<file path="config.mk">
export PLATFORM = sky130hd
export DESIGN_NAME = spll_sqrt
export DESIGN_NICKNAME = d
export VERILOG_FILES = /design/src/sv/spll_sqrt.sv
export SDC_FILE = /design/constraint.sdc
export NUM_CORES = 2
export LEC_CHECK = 0
export ABC_AREA = 1
export BUFFER_PORTS_ARGS = -buffer_cell sky130_fd_sc_hd__buf_2
export CAP_MARGIN = 20
export CORE_AREA = 2 2 358 360
export DETAILED_ROUTE_END_ITERATION = 16
export DIE_AREA = 0 0 360 362
export GPL_TIMING_DRIVEN = 0
export PLACE_DENSITY = 0.77
export SLEW_MARGIN = 0
export SYNTH_ARGS = -nofsm -noshare
export SYNTH_HDL_FRONTEND = slang
export SYNTH_SLANG_ARGS = --single-unit
</file>
<file path="constraint.sdc">
create_clock -name clk -period 2.45 [get_ports clk]
set_input_delay 0.6125 -clock clk [delete_from_list [all_inputs] [get_ports clk]]
set_output_delay 0.6125 -clock clk [all_outputs]
set_load 0.02 [all_outputs]
</file>
<file path="src/sv/spll_sqrt.sv">
// Pipelined floor square root, one root bit per stage.
module spll_sqrt #(
  parameter int RW     = 24,
  parameter int SIDE_W = 16
) (
  input  logic              clk,
  input  logic              rst_n,
  input  logic              in_vld,
  input  logic [2*RW-1:0]   in_rad,
  input  logic [SIDE_W-1:0] in_side,
  output logic              out_vld,
  output logic [RW-1:0]     out_root,
  output logic [SIDE_W-1:0] out_side
);

  logic [RW+1:0]     rem_r  [RW];
  logic [RW-1:0]     q_r    [RW];
  logic [2*RW-1:0]   rad_r  [RW];
  logic [SIDE_W-1:0] side_r [RW];
  logic [RW-1:0]     v_r;

  for (genvar k = 0; k < RW; k++) begin : g_st
    logic [RW+1:0]     r_in, r_sh, trial;
    logic [RW-1:0]     q_in;
    logic [2*RW-1:0]   rad_in;
    logic [SIDE_W-1:0] side_in;
    logic              v_in, ge;

    if (k == 0) begin : g_first
      assign r_in    = '0;
      assign q_in    = '0;
      assign rad_in  = in_rad;
      assign side_in = in_side;
      assign v_in    = in_vld;
    end else begin : g_next
      assign r_in    = rem_r[k-1];
      assign q_in    = q_r[k-1];
      assign rad_in  = rad_r[k-1];
      assign side_in = side_r[k-1];
      assign v_in    = v_r[k-1];
    end

    // remainder stays below 2^RW, so its top bits drop out of the shift
    assign r_sh  = {r_in[RW-1:0], rad_in[2*RW-1:2*RW-2]};
    assign trial = {q_in, 2'b01};
    assign ge    = (r_sh >= trial);

    always_ff @(posedge clk) begin
      if (!rst_n) begin
        v_r[k] <= 1'b0;
      end else begin
        v_r[k] <= v_in;
      end
    end

    always_ff @(posedge clk) begin
      rem_r[k]  <= ge ? (r_sh - trial) : r_sh;
      q_r[k]    <= {q_in[RW-2:0], ge};
      rad_r[k]  <= {rad_in[2*RW-3:0], 2'b00};
      side_r[k] <= side_in;
    end
  end

  assign out_vld  = v_r[RW-1];
  assign out_root = q_r[RW-1];
  assign out_side = side_r[RW-1];

endmodule

</file>
==> reports/results.ini <==
[run_status]
status = complete, no violations

[layout]
utilization_pct = 61.9
drive_above_1_share_pct = 6.63
synthToLayoutAreaGrowth_pct = 13.5
final_cells = 11000
fin_nets = 9613

[critical_path]
crit_path_start_kind = flip-flop
crit_arrival_ns = 3.04
slowest_stage = dfxtp_1
crit_fanout = 10
crit_path_cell_trace = inv_1, ha_1, nand2_1, nor2_1, nand3_1, nand3b_1, nand2_1, nand3_2, inv_2, buf_6, a21oi_1
path_buf_inv = 3
cp_top_family = simple AND/OR/NAND/NOR gates
cp.required_ns = 3.09
cp_slowest_stage_delay_ns = 0.38
cp_common_cell = nand2_1
criticalPathCategory = reg2reg
cp-end-kind = flip-flop

[global_route]
grt_use_total_pct = 25.9
antenna_found_initial = 0
grt_pass1_wl_microns = 271000
grt_pass1_vias = 52800
overflow = 0
grt_max_degree = 17

[floorplan]
io_pins = 108
start_util_pct = 54.6
die_w_microns = 360
row_count = 131
die_h_microns = 362
die-area_sq_um = 130000
design.core.area_sq_um = 127000

[power]
p_per_area_nw_per_um2 = 1050
p_leak_uw = 0.0418
peakVddDrop_v = 0.000744

[drt]
num_vias = 54800
via_per_inst = 4.98
drcViolationCount = 0
ant_nets = 0
first_pass_iters = 8
wl_per_cell_microns = 15.4
wirelength_microns = 170000
drtIter0Drc = 4258

[sta]
min_period_ns = 2.40
skew_ns = 0.0395
drv_slew = 0
tightest_slew_ns = 0.547
slew_headroom_pct = 63.2
finalHoldViolCount = 0
fin_setup_tns_ns = 0
layout_worst_path_cycle_share_pct = 97.8
setup_viol = 0
fmax_mhz = 417

[logic_synthesis]
synth_common_cells = nand2_1 (2859), dfxtp_1 (1782), inv_1 (1490)
yosysMostFrequentCell = nand2_1
synth_top_area_share_pct = 51.6
avgSynthCellArea_sq_um = 7.79
yosysUniqueCellTypes = 55
synth_edf_count = 0
syn-instance-count = 8874
ys_async_sr_fraction_pct = 0
seq_area_frac_synth_pct = 51.6
yosysTopAreaCell = dfxtp_1
synthesis.nets = 9266
synth_area_leaders = dfxtp_1 (52%), nand2_1 (16%), inv_1 (8.1%), ha_1 (5.9%), nor2_1 (3.7%)
ys_ff_latch = 1782
synth_top_flop_cell = dfxtp_1
syn_area_sq_um = 69100
yosys_warnings = 0

[clocking]
clk_pin_slew_ns = 0.06
htreeDepth = 4
numCtsBuffers = 166
cts_sinks = 1782
clock_latency_ns = 0.80
cts_buffer_depth = 3
cts_root_buf = clkbuf_16
cts_tree = yes

[job]
cap_violations = 0

[placement]
dp_hpwl_microns = 131000
place_congestion = 0.950
place.port_buffers = 107
place_inst = 10600

[worst_hold_path]
min_path_type = in2reg

worst register-to-register path, cell delays in order, from the launching register on:
cell and delay (ns):
dfxtp_1 0.38, inv_1 0.06, ha_1 0.37, nand2_1 0.16, nor2_1 0.23, nand3_1 0.10
nand3b_1 0.15, nand2_1 0.08, nand3_2 0.16, inv_2 0.10, buf_6 0.16, a21oi_1 0.31
report_power, final:
part	total, uW	internal (uW)	leakage (uW)	switching, uW
logic	18700	6410	0.0240	12300
clock network	26700	15500	0.00282	11200
registers	36700	33300	0.0149	3380
cell type report:
cell class                      count  area, sq um
Fill cell                       11100        48200
Sequential cell                  1782        35700
Multi-Input combinational cell   5510        27400
Inverter                         1505         5660
Clock buffer                      231         4730
Tap cell                         1662         2080
Timing Repair Buffer              179         1240
Clock inverter                     73         1100
Buffer                             77          626
Antenna cell                        1         2.50
per-stage QoR:
step / power [uW] / hold WS, ns / worst slack, ns / area (sq um)
floorplan: 49400 / 0.310 / 0.626 / 69100
global placement: 55100 / 0.309 / 0.0468 / 71800
detailed placement: 55400 / 0.312 / 0.0318 / 71800
CTS: 82300 / 0.0289 / 0.00794 / 78200
global route: 86800 / 0.0626 / -0.0241 / 78500
finish: 82100 / 0.0891 / 0.0530 / 78500
registers in the layout (all words and copies together) (netlist names):
name and flops:
side_r 384, q_r 300, out_vld 1, g_st.v_in 23, rad_r 552, rem_r 522
per-layer routing:
layer / vias up / part of all wire (%) / global-route usage (%)
li1: 28000 / - / -
met5: - / 0 / 0
met4: 0 / 3.2 / 9.40
met3: 330 / 5.8 / 3.72
met1: 24900 / 45 / 34.1
met2: 1624 / 46 / 43.2
cells in the final DEF, fill, tap and decap left out, types with 70 or more instances in the layout:
cell	count
a21oi_1	294
nand4_1	162
nor2_1	677
nand3_1	472
clkbuf_16	169
o21ai_0	122
ha_1	322
inv_1	1490
xnor2_1	70
nand3b_1	77
dfxtp_1	1778
buf_2	127
xor2_1	135
nand2_1	2851
worst paths after layout:
| check | endpoint | startpoint | cells past startpoint | slack (ns) |
|---|---|---|---|---|
| max | rem_r[2][74] | q_r[2][31] | 11 | 0.05 |
| max reg2reg | rem_r[2][74] | q_r[2][31] | 11 | 0.05 |
| min reg2reg | side_r[0][96] | side_r[0][80] | 0 | 0.31 |
| min | g_st[19].v_in | rst_n | 3 | 0.09 |
timing repair:
| action | in CTS | in global routing |
|---|---|---|
| endpoints found under the setup margin | 0 | 141 |
| hold endpoints to repair | 66 | 0 |
| resized for setup | 0 | 60 |
| setup buffers | 0 | 6 |
| hold buffers | 66 | 0 |
kinds of logic (layout without fill, tap and decap cells):
group                      count (synthesis)  in the layout  share of synthesized area [%]
and+or+nand+nor                         4443           4443                           26.8
DFF                                     1782           1782                           51.6
buffers and inverters                   1582           2065                           9.06
AOI/OAI and AO/OA                        536            536                           4.11
adders and majority gates                325            325                           5.88
xor gates and xnor gates                 205            205                           2.60
other                                      1              2                        0.00542
No activity file was read; power rests on OpenSTA's default activity.
