--- src/sv/spll_pkg.sv ---
// Shared types, constants and register indexes for the shadow pillar light level core.
package spll_pkg;

  localparam int COORD_BITS_DEF = 10;
  localparam int ANGLE_BITS_DEF = 16;

  localparam int FULL_LEVEL  = 32768;
  localparam int QUARTER_Q15 = 32768;
  localparam int POLY_A      = 51472;
  localparam int POLY_B      = 21023;
  localparam int POLY_C      = 2319;

  localparam int CFG_IDX_W  = 3;
  localparam int CFG_DATA_W = 24;

  typedef enum logic [CFG_IDX_W-1:0] {
    REG_PILLAR_X        = 3'd0,
    REG_PILLAR_Y        = 3'd1,
    REG_SHADOW_LENGTH   = 3'd2,
    REG_LENGTH_SQ_RECIP = 3'd3,
    REG_START_ANGLE     = 3'd4,
    REG_ROTATION_RATE   = 3'd5,
    REG_FALLOFF_RECIP   = 3'd6
  } cfg_idx_t;

  typedef enum logic [1:0] {
    MODE_BASE = 2'd0,
    MODE_TIP  = 2'd1,
    MODE_MID  = 2'd2
  } mode_t;

  typedef struct packed {
    logic [9:0]  query_x;
    logic [9:0]  query_y;
    logic [31:0] sim_time;
    logic [15:0] light_in;
  } in_word_t;

  typedef struct packed {
    logic [15:0] light_out;
    logic [15:0] pillar_level;
  } out_word_t;

endpackage

--- src/sv/spll_sine.sv ---
// Four-stage quarter-wave sine polynomial, two lanes, with a sideband carried alongside.
module spll_sine #(
  parameter int SIDE_W = 1
) (
  input  logic               clk,
  input  logic               rst_n,
  input  logic               in_vld,
  input  logic [1:0][15:0]   in_z,
  input  logic [SIDE_W-1:0]  in_side,
  output logic               out_vld,
  output logic [1:0][16:0]   out_s,
  output logic [SIDE_W-1:0]  out_side
);

  logic [3:0]              v_r;
  logic [SIDE_W-1:0]       side_r [4];
  logic [1:0][15:0]        z1_r, z2_r, z3_r;
  logic [1:0][16:0]        sq1_r, sq2_r;
  logic [1:0][14:0]        t1_r;
  logic [1:0][15:0]        t2_r;
  logic [1:0][16:0]        s_r;

  logic [1:0][31:0]        m1, m3, m4;
  logic [1:0][28:0]        m2;
  logic [1:0][16:0]        sq1_nxt, s_nxt;
  logic [1:0][14:0]        t1_nxt;
  logic [1:0][15:0]        t2_nxt;

  always_comb begin
    for (int l = 0; l < 2; l++) begin
      m1[l]      = in_z[l] * in_z[l];
      sq1_nxt[l] = m1[l][31:15];
      m2[l]      = 12'(spll_pkg::POLY_C) * sq1_r[l];
      t1_nxt[l]  = 15'(spll_pkg::POLY_B) - 15'(m2[l][28:15]);
      m3[l]      = sq2_r[l] * t1_r[l];
      t2_nxt[l]  = 16'(spll_pkg::POLY_A) - 16'(m3[l][31:15]);
      m4[l]      = z3_r[l] * t2_r[l];
      s_nxt[l]   = m4[l][31:15];
    end
  end

  always_ff @(posedge clk) begin
    if (!rst_n) begin
      v_r <= '0;
    end else begin
      v_r <= {v_r[2:0], in_vld};
    end
  end

  always_ff @(posedge clk) begin
    side_r[0] <= in_side;
    side_r[1] <= side_r[0];
    side_r[2] <= side_r[1];
    side_r[3] <= side_r[2];
    z1_r  <= in_z;
    sq1_r <= sq1_nxt;
    z2_r  <= z1_r;
    sq2_r <= sq1_r;
    t1_r  <= t1_nxt;
    z3_r  <= z2_r;
    t2_r  <= t2_nxt;
    s_r   <= s_nxt;
  end

  assign out_vld  = v_r[3];
  assign out_s    = s_r;
  assign out_side = side_r[3];

endmodule

--- config.mk ---
export PLATFORM = sky130hd
export DESIGN_NAME = spll_sine
export DESIGN_NICKNAME = d
export VERILOG_FILES = /design/src/sv/spll_pkg.sv /design/src/sv/spll_sine.sv
export SDC_FILE = /design/constraint.sdc
export NUM_CORES = 2
export LEC_CHECK = 0
export BUFFER_PORTS_ARGS = -buffer_cell sky130_fd_sc_hd__buf_4
export CAP_MARGIN = 15
export CORE_UTILIZATION = 58
export CTS_BUF_LIST = sky130_fd_sc_hd__clkbuf_2 sky130_fd_sc_hd__clkbuf_4 sky130_fd_sc_hd__clkbuf_8
export DETAILED_ROUTE_END_ITERATION = 8
export HOLD_SLACK_MARGIN = 0.05
export PLACE_DENSITY = 0.74
export SYNTH_ARGS = -nofsm -noshare
export SYNTH_HDL_FRONTEND = slang
export SYNTH_SLANG_ARGS = --single-unit
export TNS_END_PERCENT = 100
--- constraint.sdc ---
create_clock -name clk -period 10.4 [get_ports clk]
set_input_delay 0.52 -clock clk [delete_from_list [all_inputs] [get_ports clk]]
set_output_delay 0.52 -clock clk [all_outputs]
set_load 0.03 [all_outputs]
==> flow_metrics.env <==
export IMPL_status="complete, no violations"
export IMPL_synth_area_per_cell_sq_um=9.37
export IMPL_synth_compound_area_share_pct=4.77
export IMPL_tns_ns=0
export IMPL_finalMaxSlewViolations=0
export IMPL_synth_mux_area_share_pct=0.291
export IMPL_dpl_hpwl_microns=97600
export IMPL_start_util_pct=58.5
export IMPL_whs_ns=0.113
export IMPL_synth_top_family_by_area="adder cells"
export IMPL_ys_ff_latch=268
export IMPL_clockRootBuffer="clkbuf_8"
export IMPL_synthAdderAreaFrac_pct=57.9
export IMPL_cp_cell_sequence="nand2_1 -> fa_1 -> inv_1 -> fa_1 -> inv_1 -> fa_1 -> inv_1 -> fa_1 -> fa_1 -> inv_1 -> fa_1 -> inv_1 -> ha_1 -> o21ai_0 -> o21ai_0 -> a311oi_1 -> a2111oi_1 -> nor2_1 -> o41ai_4 -> a21boi_2 -> mux2_2 -> a221oi_2 -> xor2_1"
export IMPL_crit_type="reg2reg"
export IMPL_htreeDepth=2
export IMPL_endpoint_kind="register"
export IMPL_synthCells=6152
export IMPL_core_sq_um=98400
export IMPL_grt_ovfl_total=0
export IMPL_vias_per_cell=5.27
export IMPL_grt_total_usage_pct=24.5
export IMPL_r2r_cells=23
export IMPL_cts_hold_buf=13
export IMPL_hold_depth=1
export IMPL_cpPeakStageDelay_ns=0.80
export IMPL_cts_resized_gates=0
export IMPL_firstDrtPassIters=6
export IMPL_dieArea_sq_um=101000
export IMPL_synth_area_leaders="fa_1 42%, ha_1 16%, inv_1 10%"
export IMPL_path_clk_slew_ns=0.06
export IMPL_io_buffer_count=71
export IMPL_ios=72
export IMPL_ys_types=82
export IMPL_slew_headroom_pct=42.9
export IMPL_drc=0
export IMPL_grt_pass1_wl_microns=201000
export IMPL_clock_latency_ns=0.69
export IMPL_synth_top_cell_area_share_pct=41.5
export IMPL_worst_path_buf_inv=5
export IMPL_yosysTopAreaCell="fa_1"
export IMPL_worstSetupStartpointType="register"
export IMPL_final_cells=7436
export IMPL_pre_cts_ws_ns=2.97
export IMPL_syn_nets=8136
export IMPL_report_final_setup_viol=0
export IMPL_routed_wl_microns=117000
export IMPL_fmax_mhz=132
export IMPL_crit_family="adder cells"
export IMPL_row_count=115
export IMPL_routedWlPerCell_microns=15.8
export IMPL_worstMarginPinSlew_ns=0.854
export IMPL_worst_path_max_delay_cell="a2111oi_1"
export IMPL_clock_path_buffers=3
export IMPL_timing_final_ws_setup_ns=2.85
export IMPL_hp_class="in2reg"
export IMPL_post_cts_buffers=0
export IMPL_die_w_microns=317
export IMPL_nNetsFinal=8094
export IMPL_period_share_pct=72.6
export IMPL_yosys_warnings=0
export IMPL_cts_tree="built"
export IMPL_cts_sinks=268
export IMPL_grt_max_degree=20
export IMPL_vias=39200
export IMPL_drt_iter0_drc=2338
export IMPL_drive_above_1_share_pct=3.27
export IMPL_antenna_found_initial=1
export IMPL_dp_cells=7332
export IMPL_yosysSeqAreaShare_pct=9.31
export IMPL_hold_viol_final=0
export IMPL_yosys_area_share_simple_pct=13.8
export IMPL_fin_skew_ns=0.0360
export IMPL_area_delta_synth_final_pct=4.82
export IMPL_maxCapViolations=0
export IMPL_place_congestion=0.881
export IMPL_ant_nets=0
export IMPL_async_flop_share_pct=0
export IMPL_cp_arrival_ns=8.15
export IMPL_crit_fanout=17
export IMPL_synth_most_common_cell="inv_1"
export IMPL_die_h_microns=317
export IMPL_synth_common_cells="1553 x inv_1, 1195 x fa_1, 753 x ha_1"
export IMPL_timing_final_crit_period_ns=7.55
export IMPL_synthXorXnorAreaFrac_pct=2.66
export IMPL_cpMostUsedCell="fa_1"
export IMPL_path_depth=23
export IMPL_required_ns=10.99
export IMPL_rsz0062_at_grt="false"
export IMPL_numCtsBuffers=50
export IMPL_grt_pass1_vias=41700
export IMPL_syn_area_sq_um=57600
export IMPL_synth_ff_type="dfxtp_1"
export IMPL_synth_edf_count=0
## registers in the layout, summed over array words and instances (netlist names)
register / flops
out_s: 34
sq2_r: 34
z1_r: 32
t2_r: 32
z3_r: 32
sq1_r: 34
v_r: 4
side_r: 4
t1_r: 30
z2_r: 32
## worst paths after layout
path / start / to / slack, ns
worst max-delay path: t1_r[21] / t2_r[29] / 2.85
worst min-delay path: in_z[12] / z1_r[12] / 0.11
worst max register to register: t1_r[21] / t2_r[29] / 2.85
worst min register to register: z2_r[25] / z3_r[25] / 0.32
## metal layers
metal,share of wire (%),GRT usage [%],vias to the layer above
met1,45,34.9,19700
li1,-,-,18300
met4,1.3,4.31,0
met3,6.2,3.17,126
met2,47,40.7,1082
met5,0,0,-
## metrics by stage
step                instance area (sq um)  util (%)
finish                              60400      61.4
global route                        60400      61.4
CTS                                 60400      61.4
detailed placement                  59100      60.0
global placement                    59100      60.0
floorplan                           57600         -
## layout by cell type, fill, tap and decap left out, drive strengths merged, types with 30 or more instances in the layout
| cell type | n |
|---|---|
| a211oi | 30 |
| clkbuf | 63 |
| nor2 | 123 |
| nor3 | 33 |
| ha | 753 |
| o21ai | 55 |
| and2 | 563 |
| dfxtp | 268 |
| nand2 | 743 |
| xor2 | 58 |
| fa | 1195 |
| a21oi | 109 |
| inv | 1558 |
| a21o | 41 |
| xnor2 | 116 |
| buf | 72 |
## area by class of cell
class	instances	area (sq um)
Tap cell	1287	1610
Multi-Input combinational cell	4152	45800
Clock inverter	27	322
Sequential cell	268	5370
Timing Repair Buffer	85	671
Antenna cell	1	2.50
Clock buffer	63	842
Inverter	1553	5830
Fill cell	8167	38000
## cell families after synthesis
group | count (synthesis)
xor gates and xnor gates | 174
AOI/OAI and AO/OA | 395
DFF | 268
and+or+nand+nor | 1619
buffers and inverters | 1732
adders and majority gates | 1948
muxes | 16
Power is left out: the tool's default activity adds up to more than one toggle a clock period on the data nets, which glitch-free logic cannot reach.
